### config.mk
export PLATFORM = sky130hd
export DESIGN_NAME = supply_front_panel_controller_top
export DESIGN_NICKNAME = d
export VERILOG_FILES = /design/src/sv/spfc_pkg.sv /design/src/sv/spfc_cfg_regs.sv /design/src/sv/spfc_step.sv /design/src/sv/supply_front_panel_controller_top.sv
export SDC_FILE = /design/constraint.sdc
export NUM_CORES = 1
export LEC_CHECK = 0
export ABC_AREA = 1
export BUFFER_PORTS_ARGS = -buffer_cell sky130_fd_sc_hd__clkbuf_2
export CAP_MARGIN = 20
export CORE_MARGIN = 1.5
export CORE_UTILIZATION = 65
export DETAILED_ROUTE_END_ITERATION = 10
export HOLD_SLACK_MARGIN = 0.08
export PLACE_DENSITY = 0.94
export SYNTH_ARGS = -nofsm -noshare
export SYNTH_HDL_FRONTEND = slang
export SYNTH_SLANG_ARGS = --single-unit
### constraint.sdc
create_clock -name clk -period 5.65 [get_ports clk]
set_input_delay 0.565 -clock clk [delete_from_list [all_inputs] [get_ports clk]]
set_output_delay 0.565 -clock clk [all_outputs]
set_load 0.05 [all_outputs]
### src/sv/spfc_pkg.sv
// Shared types, codes and reset constants for the supply front panel controller.
package spfc_pkg;

    localparam int CfgIndexWidth = 3;

    localparam logic [15:0] VoltageMaxReset     = 16'd30;
    localparam logic [15:0] VoltageMinReset     = 16'd0;
    localparam logic [15:0] CurrentMaxReset     = 16'd3000;
    localparam logic [15:0] CurrentMinReset     = 16'd0;
    localparam logic [15:0] TripHoldTicksReset  = 16'd100;
    localparam logic [15:0] VoltageDefaultReset = 16'd5;
    localparam logic [15:0] CurrentDefaultReset = 16'd350;

    typedef enum logic [2:0] {
        MODE_STANDBY = 3'd0,
        MODE_MENU    = 3'd1,
        MODE_POWERED = 3'd2,
        MODE_TRIPPED = 3'd3,
        MODE_CURCFG  = 3'd4,
        MODE_VOLTCFG = 3'd5,
        MODE_ONCUR   = 3'd6,
        MODE_ONVOLT  = 3'd7
    } mode_t;

    typedef enum logic [CfgIndexWidth-1:0] {
        CFG_VOLTAGE_MAX     = 3'd0,
        CFG_VOLTAGE_MIN     = 3'd1,
        CFG_CURRENT_MAX     = 3'd2,
        CFG_CURRENT_MIN     = 3'd3,
        CFG_TRIP_HOLD_TICKS = 3'd4,
        CFG_VOLTAGE_DEFAULT = 3'd5,
        CFG_CURRENT_DEFAULT = 3'd6
    } cfg_idx_t;

    typedef struct packed {
        logic [15:0] voltage_max;
        logic [15:0] voltage_min;
        logic [15:0] current_max;
        logic [15:0] current_min;
        logic [15:0] trip_hold_ticks;
        logic [15:0] voltage_default;
        logic [15:0] current_default;
    } cfg_t;

    typedef struct packed {
        logic switch_on;
        logic overcurrent;
        logic press_enter;
        logic press_up;
        logic press_down;
        logic press_back;
    } in_item_t;

    typedef struct packed {
        logic [2:0]  mode;
        logic        relay_closed;
        logic        standby_lamp;
        logic        output_lamp;
        logic        trip_lamp;
        logic        glow_red;
        logic        glow_green;
        logic        glow_blue;
        logic [15:0] voltage_setpoint;
        logic [15:0] current_setpoint;
    } out_item_t;

    typedef struct packed {
        logic blue;
        logic green;
        logic red;
        logic trip;
        logic out;
        logic stby;
        logic relay;
    } ind_t;

    typedef struct packed {
        mode_t       mode;
        logic        entry_pending;
        logic [15:0] hold_count;
        logic [15:0] volt_set;
        logic [15:0] amp_set;
        ind_t        ind;
    } panel_state_t;

endpackage

### src/sv/spfc_cfg_regs.sv
// Configuration register file: clamps, trip hold time and setpoint defaults.
module spfc_cfg_regs
    import spfc_pkg::*;
(
    input  logic                     clk,
    input  logic                     rst_n,
    input  logic                     wr_en,
    input  logic [CfgIndexWidth-1:0] wr_index,
    input  logic [15:0]              wr_data,
    output cfg_t                     cfg
);

    cfg_t cfg_reg;
    cfg_t cfg_next;

    always_comb
    begin
        cfg_next = cfg_reg;
        if (wr_en)
        begin
            case (cfg_idx_t'(wr_index))
                CFG_VOLTAGE_MAX:     cfg_next.voltage_max     = wr_data;
                CFG_VOLTAGE_MIN:     cfg_next.voltage_min     = wr_data;
                CFG_CURRENT_MAX:     cfg_next.current_max     = wr_data;
                CFG_CURRENT_MIN:     cfg_next.current_min     = wr_data;
                CFG_TRIP_HOLD_TICKS: cfg_next.trip_hold_ticks = wr_data;
                CFG_VOLTAGE_DEFAULT: cfg_next.voltage_default = wr_data;
                CFG_CURRENT_DEFAULT: cfg_next.current_default = wr_data;
                default:             cfg_next = cfg_reg;
            endcase
        end
    end

    always_ff @(posedge clk or negedge rst_n)
    begin
        if (!rst_n)
        begin
            cfg_reg.voltage_max     <= VoltageMaxReset;
            cfg_reg.voltage_min     <= VoltageMinReset;
            cfg_reg.current_max     <= CurrentMaxReset;
            cfg_reg.current_min     <= CurrentMinReset;
            cfg_reg.trip_hold_ticks <= TripHoldTicksReset;
            cfg_reg.voltage_default <= VoltageDefaultReset;
            cfg_reg.current_default <= CurrentDefaultReset;
        end
        else
        begin
            cfg_reg <= cfg_next;
        end
    end

    assign cfg = cfg_reg;

endmodule

### src/sv/spfc_step.sv
// Per-tick next-state logic: trip, switch, mode actions, setpoint steps.
module spfc_step
    import spfc_pkg::*;
(
    input  cfg_t         cfg,
    input  in_item_t     item,
    input  panel_state_t cur,
    output panel_state_t nxt
);

    mode_t       m;
    ind_t        ind;
    logic [15:0] volt;
    logic [15:0] amp;
    logic [15:0] hold;

    always_comb
    begin
        m    = cur.mode;
        ind  = cur.ind;
        volt = cur.volt_set;
        amp  = cur.amp_set;
        hold = cur.hold_count;

        // Trip only from energised modes, and open the relay at once.
        if (item.overcurrent && (m == MODE_POWERED || m == MODE_ONCUR || m == MODE_ONVOLT))
        begin
            m         = MODE_TRIPPED;
            ind.relay = 1'b0;
        end
        if (!item.switch_on)
        begin
            m = MODE_STANDBY;
        end

        case (m)
            MODE_STANDBY:
            begin
                if (cur.entry_pending)
                begin
                    ind      = '0;
                    ind.stby = 1'b1;
                    volt     = cfg.voltage_default;
                    amp      = cfg.current_default;
                end
                if (item.switch_on)
                begin
                    m = MODE_MENU;
                end
            end
            MODE_MENU:
            begin
                if (cur.entry_pending)
                begin
                    ind      = '0;
                    ind.blue = 1'b1;
                end
                if (item.press_enter) m = MODE_POWERED;
                if (item.press_up)    m = MODE_VOLTCFG;
                if (item.press_down)  m = MODE_CURCFG;
            end
            MODE_POWERED:
            begin
                if (cur.entry_pending)
                begin
                    ind       = '0;
                    ind.out   = 1'b1;
                    ind.relay = 1'b1;
                    ind.green = 1'b1;
                end
                if (item.press_enter) m = MODE_MENU;
                if (item.press_up)    m = MODE_ONVOLT;
                if (item.press_down)  m = MODE_ONCUR;
                if (item.press_back)  m = MODE_MENU;
            end
            MODE_TRIPPED:
            begin
                if (cur.entry_pending)
                begin
                    ind      = '0;
                    ind.trip = 1'b1;
                    ind.red  = 1'b1;
                end
                if (hold != 16'hFFFF)
                begin
                    hold = hold + 16'd1;
                end
                if (hold >= cfg.trip_hold_ticks)
                begin
                    m = MODE_MENU;
                end
            end
            MODE_CURCFG, MODE_ONCUR:
            begin
                if (item.press_up && amp < cfg.current_max)
                begin
                    amp = amp + 16'd1;
                end
                if (item.press_down && amp > cfg.current_min)
                begin
                    amp = amp - 16'd1;
                end
                if (m == MODE_CURCFG)
                begin
                    if (item.press_back)  m = MODE_MENU;
                    if (item.press_enter) m = MODE_POWERED;
                end
                else
                begin
                    if (item.press_back)  m = MODE_POWERED;
                    if (item.press_enter) m = MODE_MENU;
                end
            end
            default:
            begin
                // voltage config, offline and online
                if (item.press_up && volt < cfg.voltage_max)
                begin
                    volt = volt + 16'd1;
                end
                if (item.press_down && volt > cfg.voltage_min)
                begin
                    volt = volt - 16'd1;
                end
                if (m == MODE_VOLTCFG)
                begin
                    if (item.press_back)  m = MODE_MENU;
                    if (item.press_enter) m = MODE_POWERED;
                end
                else
                begin
                    if (item.press_back)  m = MODE_POWERED;
                    if (item.press_enter) m = MODE_MENU;
                end
            end
        endcase

        nxt.mode          = m;
        nxt.ind           = ind;
        nxt.volt_set      = volt;
        nxt.amp_set       = amp;
        nxt.entry_pending = (m != cur.mode);
        nxt.hold_count    = (m != cur.mode) ? 16'd0 : hold;
    end

endmodule

### src/sv/supply_front_panel_controller_top.sv
// Top level of the supply front panel controller: stages, state and config.
//
//  channel  direction  handshake              payload
//  in       input      in_valid / in_stall    in_data   (in_item_t, one tick)
//  out      output     out_valid / out_stall  out_data  (out_item_t, one per tick)
//  cfg      input      cfg_valid / cfg_ready  cfg_index, cfg_data
//
// One item per cycle sustained while out is not stalled; each item waits in the input register
// and its result is registered in the result register as the item advances.
// The panel state register updates as the item leaves the input register.
// Reset puts the mode in standby with its entry action due and loads default config.
// A stall on out holds the result register and backs up into in_stall; cfg_ready is
// always high.
module supply_front_panel_controller_top
    import spfc_pkg::*;
(
    input  logic                     clk,
    input  logic                     rst_n,
    input  logic                     in_valid,
    output logic                     in_stall,
    input  in_item_t                 in_data,
    output logic                     out_valid,
    input  logic                     out_stall,
    output out_item_t                out_data,
    input  logic                     cfg_valid,
    output logic                     cfg_ready,
    input  logic [CfgIndexWidth-1:0] cfg_index,
    input  logic [15:0]              cfg_data
);

    cfg_t         cfg;
    in_item_t     item_reg;
    logic         item_valid_reg;
    panel_state_t st_reg;
    panel_state_t st_next;
    out_item_t    res_reg;
    out_item_t    res_next;
    logic         res_valid_reg;
    logic         advance;

    assign cfg_ready = 1'b1;

    spfc_cfg_regs u_cfg (
        .clk      (clk),
        .rst_n    (rst_n),
        .wr_en    (cfg_valid),
        .wr_index (cfg_index),
        .wr_data  (cfg_data),
        .cfg      (cfg)
    );

    spfc_step u_step (
        .cfg  (cfg),
        .item (item_reg),
        .cur  (st_reg),
        .nxt  (st_next)
    );

    // Advance when the result slot is free or is being taken.
    assign advance  = item_valid_reg && (!res_valid_reg || !out_stall);
    assign in_stall = item_valid_reg && !advance;

    always_comb
    begin
        res_next.mode             = st_next.mode;
        res_next.relay_closed     = st_next.ind.relay;
        res_next.standby_lamp     = st_next.ind.stby;
        res_next.output_lamp      = st_next.ind.out;
        res_next.trip_lamp        = st_next.ind.trip;
        res_next.glow_red         = st_next.ind.red;
        res_next.glow_green       = st_next.ind.green;
        res_next.glow_blue        = st_next.ind.blue;
        res_next.voltage_setpoint = st_next.volt_set;
        res_next.current_setpoint = st_next.amp_set;
    end

    always_ff @(posedge clk or negedge rst_n)
    begin
        if (!rst_n)
        begin
            item_valid_reg <= 1'b0;
            res_valid_reg  <= 1'b0;
            st_reg.mode          <= MODE_STANDBY;
            st_reg.entry_pending <= 1'b1;
            st_reg.hold_count    <= '0;
            st_reg.volt_set      <= '0;
            st_reg.amp_set       <= '0;
            st_reg.ind           <= '0;
        end
        else
        begin
            if (!in_stall)
            begin
                item_valid_reg <= in_valid;
            end
            if (advance)
            begin
                st_reg        <= st_next;
                res_valid_reg <= 1'b1;
            end
            else if (!out_stall)
            begin
                res_valid_reg <= 1'b0;
            end
        end
    end

    always_ff @(posedge clk)
    begin
        if (!in_stall)
        begin
            item_reg <= in_data;
        end
        if (advance)
        begin
            res_reg <= res_next;
        end
    end

    assign out_valid = res_valid_reg;
    assign out_data  = res_reg;

`ifndef SYNTH
    a_hold_only_tripped: assert property (@(posedge clk) disable iff (!rst_n)
        st_reg.hold_count != 16'd0 |-> st_reg.mode == MODE_TRIPPED)
        else $error("hold count nonzero outside tripped mode");

    a_entry_tracks_change: assert property (@(posedge clk) disable iff (!rst_n)
        advance |=> st_reg.entry_pending == (st_reg.mode != $past(st_reg.mode)))
        else $error("entry action flag does not match mode change");

    a_result_after_advance: assert property (@(posedge clk) disable iff (!rst_n)
        advance |=> res_valid_reg)
        else $error("advanced item produced no result");

    a_tripped_relay_open: assert property (@(posedge clk) disable iff (!rst_n)
        res_valid_reg && res_reg.mode == MODE_TRIPPED |-> !res_reg.relay_closed)
        else $error("relay closed in tripped mode");
`endif

endmodule

==> impl_metrics.env <==
export IMPL_syn_avg_cell_area_um2=7.60
export IMPL_critPathKind="register to register"
export IMPL_crit_top_cell="nand2_1"
export IMPL_worstSetupEndpointType="register"
export IMPL_p_per_area_nw_per_um2=563
export IMPL_die_h_um=148
export IMPL_critical_path_buf_inv_count=2
export IMPL_nNetsFinal=1950
export IMPL_worst_pin_slew_ps=1090
export IMPL_cts_made_buffers=24
export IMPL_yosys_warnings=0
export IMPL_clkLatencyLatePin_ps=540
export IMPL_antenna_cells=0
export IMPL_async_flop_share_pct=78.3
export IMPL_cp_num_cells=22
export IMPL_power_switching_w=0.00401
export IMPL_yosysUniqueCellTypes=52
export IMPL_grt_pass1_vias=12100
export IMPL_place_area_um2=14100
export IMPL_power_frac_comb_pct=49.3
export IMPL_synth_largest_area_cell="dfrtp_1"
export IMPL_max_slew_margin_pct=27.0
export IMPL_setup_slack_ps=833
export IMPL_crit_path_max_incr_delay_ps=550
export IMPL_post_drt_wl_per_cell_um=18.3
export IMPL_die_x_um=148
export IMPL_grt_overflow_total=0
export IMPL_dp_slack_ps=1040
export IMPL_rsz0062_at_grt="false"
export IMPL_hold_viol_final=0
export IMPL_initial_core_util_pct=66.7
export IMPL_grt_pass1_wl_um=62800
export IMPL_synth_edf_count=48
export IMPL_syn_num_nets=1897
export IMPL_drc=0
export IMPL_antenna_left=0
export IMPL_layout_drive_gt1_share_pct=11.2
export IMPL_grt_max_degree=86
export IMPL_largest_reg_flops=112
export IMPL_worstPathCellList="ha_1 -> inv_1 -> nor4_1 -> nand3_1 -> nor3_2 -> inv_1 -> nor2_2 -> nor3_1 -> nand3_1 -> xor2_1 -> ha_1 -> a41oi_1 -> o21ai_0 -> a21oi_1 -> nand4_1 -> o21bai_1 -> nand2_1 -> nand2_1 -> nand2_1 -> nor3_4 -> nand2_1 -> o21ai_0"
export IMPL_yosys_top_cells_area="dfrtp_1, nand2_1, edfxtp_1, o21ai_0, inv_1"
export IMPL_dr_total_vias=12700
export IMPL_design_area_um2=15000
export IMPL_internal_power_w=0.00444
export IMPL_multi_input_area_um2=6450
export IMPL_yosys_register_bits=221
export IMPL_io_pins=75
export IMPL_dp_hpwl_um=27100
export IMPL_dieArea_um2=21800
export IMPL_max_freq_mhz=208
export IMPL_cts_setup_buffers=0
export IMPL_finalCritPeriodShare_pct=85.3
export IMPL_core_area_um2=20400
export IMPL_ir_drop_mv=0.331
export IMPL_drv_cap=0
export IMPL_synth_ff_type="dfrtp_1"
export IMPL_crit_path_start_kind="register"
export IMPL_netlist_area_leader_share_pct=27.6
export IMPL_gp_congestion=0.963
export IMPL_outcome="complete, no violations"
export IMPL_cts_sinks=221
export IMPL_clkPwrFrac_pct=21.3
export IMPL_grt_usage_pct=36.6
export IMPL_cts_resized=0
export IMPL_period_needed_ps=4820
export IMPL_rr_worst_depth=22
export IMPL_fin_tns_setup_ps=0
export IMPL_synth_seq_area_share_pct=42.7
export IMPL_p_leak_nw=7.55
export IMPL_hold_buffers=0
export IMPL_drt_initial_drc_count=1318
export IMPL_fillers=1506
export IMPL_post_drt_via_cell_ratio=5.95
export IMPL_wl_um=38800
export IMPL_firstDrtPassIters=5
export IMPL_hold_class="primary input to async pin"
export IMPL_swShare_pct=47.5
export IMPL_cp_slowest_cell="nor3_4"
export IMPL_root_buffer="clkbuf_16"
export IMPL_htree_levels=1
export IMPL_syn_area_um2=13600
export IMPL_worstPathRequired_ps=6100
export IMPL_timing_rr_start="st_reg[39]$_DFFE_PN0P_"
export IMPL_clockBufferDepth=3
export IMPL_tritoncts="built"
export IMPL_cp_data_arrival_time_ps=5270
export IMPL_path_clk_slew_ps=60
export IMPL_path_delay_family="simple AND/OR/NAND/NOR gates"
export IMPL_setup_viol=0
export IMPL_slew_violations=0
export IMPL_syn_inst=1787
export IMPL_area_growth_pct=10.6
export IMPL_fp_row_count=52
export IMPL_crit_start="st_reg[39]$_DFFE_PN0P_"
export IMPL_seq_area_um2=5800
export IMPL_antenna_found_initial=0
export IMPL_cp_max_fo=16
export IMPL_fin_skew_ps=24.4
export IMPL_p_seq_share_pct=29.4
export IMPL_portBuffers=73
[worst reg2reg max path: stages, from the launching register on]
cell	delay, ps
dfrtp_1	440
ha_1	180
inv_1	60
nor4_1	390
nand3_1	240
nor3_2	270
inv_1	120
nor2_2	290
nor3_1	140
nand3_1	100
xor2_1	220
ha_1	310
a41oi_1	190
o21ai_0	120
a21oi_1	220
nand4_1	130
o21bai_1	140
nand2_1	130
nand2_1	90
nand2_1	140
nor3_4	550
nand2_1	130
o21ai_0	120
[metrics by stage]
stage               total power [W]  hold WS (ps)  utilization, %  std cells
finish                      0.00846          91.7            73.7       2128
global route                0.00903           147            73.7       2128
CTS                         0.00836           120            73.7       2128
detailed placement          0.00649           469            69.3       2084
global placement            0.00636           462            69.2       2083
floorplan                   0.00546           269               -       1787
[cell families after synthesis]
logic type               synth area share (%)
adder cells (fa/ha/maj)                  7.37
AND/OR/NAND/NOR                          24.1
buffers and inverters                    9.85
AO/OA/AOI/OAI                            13.7
flip-flops                               42.7
XOR/XNOR                                 2.19
other                                  0.0276
[path summary, 6_finish.rpt]
path / endpoint / slack (ps)
worst min-delay path: u_cfg.cfg[19]$_DFFE_PN0P_ / 90
min in group clk: item_reg[5]$_DFFE_PN_ / 200
worst max-delay path: st_reg[43]$_DFFE_PN0P_ / 830
worst max register to register: st_reg[43]$_DFFE_PN0P_ / 830
worst min register to register: u_cfg.cfg[31]$_DFFE_PN0P_ / 480
max in group asynchronous: st_reg[7]$_DFFE_PN0P_ / 4400
[power by group through the flow]
| stage | logic [W] | registers (W) | clock network [W] |
|---|---|---|---|
| 6_report | 0.00417 | 0.00248 | 0.00181 |
| 5_1_grt | 0.00464 | 0.00252 | 0.00187 |
| 4_1_cts | 0.00408 | 0.00247 | 0.00181 |
| 3_5_place_dp | 0.00401 | 0.00248 | 0 |
| 3_3_place_gp | 0.00388 | 0.00247 | 0 |
| 2_1_floorplan | 0.00279 | 0.00268 | 0 |
[cells in the final DEF (no fill, tap or decap), types with 6 or more instances in the layout]
master	instances
clkbuf_2	72
clkbuf_16	27
o21ai_0	220
ha_1	80
xor2_1	32
inv_2	13
o21ai_2	6
buf_4	8
nand2_1	510
o21ai_1	32
o211ai_1	6
nor2_2	14
nand3_1	91
a21oi_1	60
edfxtp_1	48
dfrtp_1	150
inv_1	268
dfstp_2	23
nand4_1	16
nand2_2	11
nor3_1	28
nor4_1	7
nor2_1	64
[synth_stat cells, types with 2 or more instances]
library cell / number
nor2_2: 13
edfxtp_1: 48
clkbuf_1: 35
buf_1: 3
buf_6: 5
buf_2: 7
clkinv_1: 3
nand3_1: 91
o21a_1: 5
buf_4: 5
inv_1: 268
nand4_1: 16
nor4_1: 7
o21bai_1: 2
nand3b_1: 4
a31oi_1: 5
nand2_4: 3
nand2_1: 510
o21ai_1: 32
nor3_1: 28
nor2_4: 2
nor2_1: 66
a211oi_1: 2
o211ai_1: 6
dfrtp_1: 150
ha_1: 80
xor2_1: 32
nor3_2: 4
nand2_2: 11
dfstp_2: 23
inv_2: 13
o21ai_0: 220
a21oi_1: 60
xnor2_1: 2
o21ai_2: 6
nand3_2: 4
[area by class of cell]
type	count	area share, %
Tap cell	270	2.25
Timing Repair Buffer	82	3.01
Sequential cell	221	38.6
Multi-Input combinational cell	1227	43.0
Clock inverter	12	1.29
Clock buffer	32	4.76
Inverter	284	7.10
[per-layer routing]
layer / share of wire [%] / vias to the layer above / GRT usage [%] / wire length [µm]
li1: - / 5888 / - / -
met4: 4.7 / 0 / 17.0 / 1840
met1: 41 / 5901 / 50.7 / 15900
met3: 9.5 / 150 / 6.36 / 3690
met2: 45 / 712 / 56.3 / 17400
met5: 0 / - / 0 / 0
No activity file was read; power rests on OpenSTA's default activity.
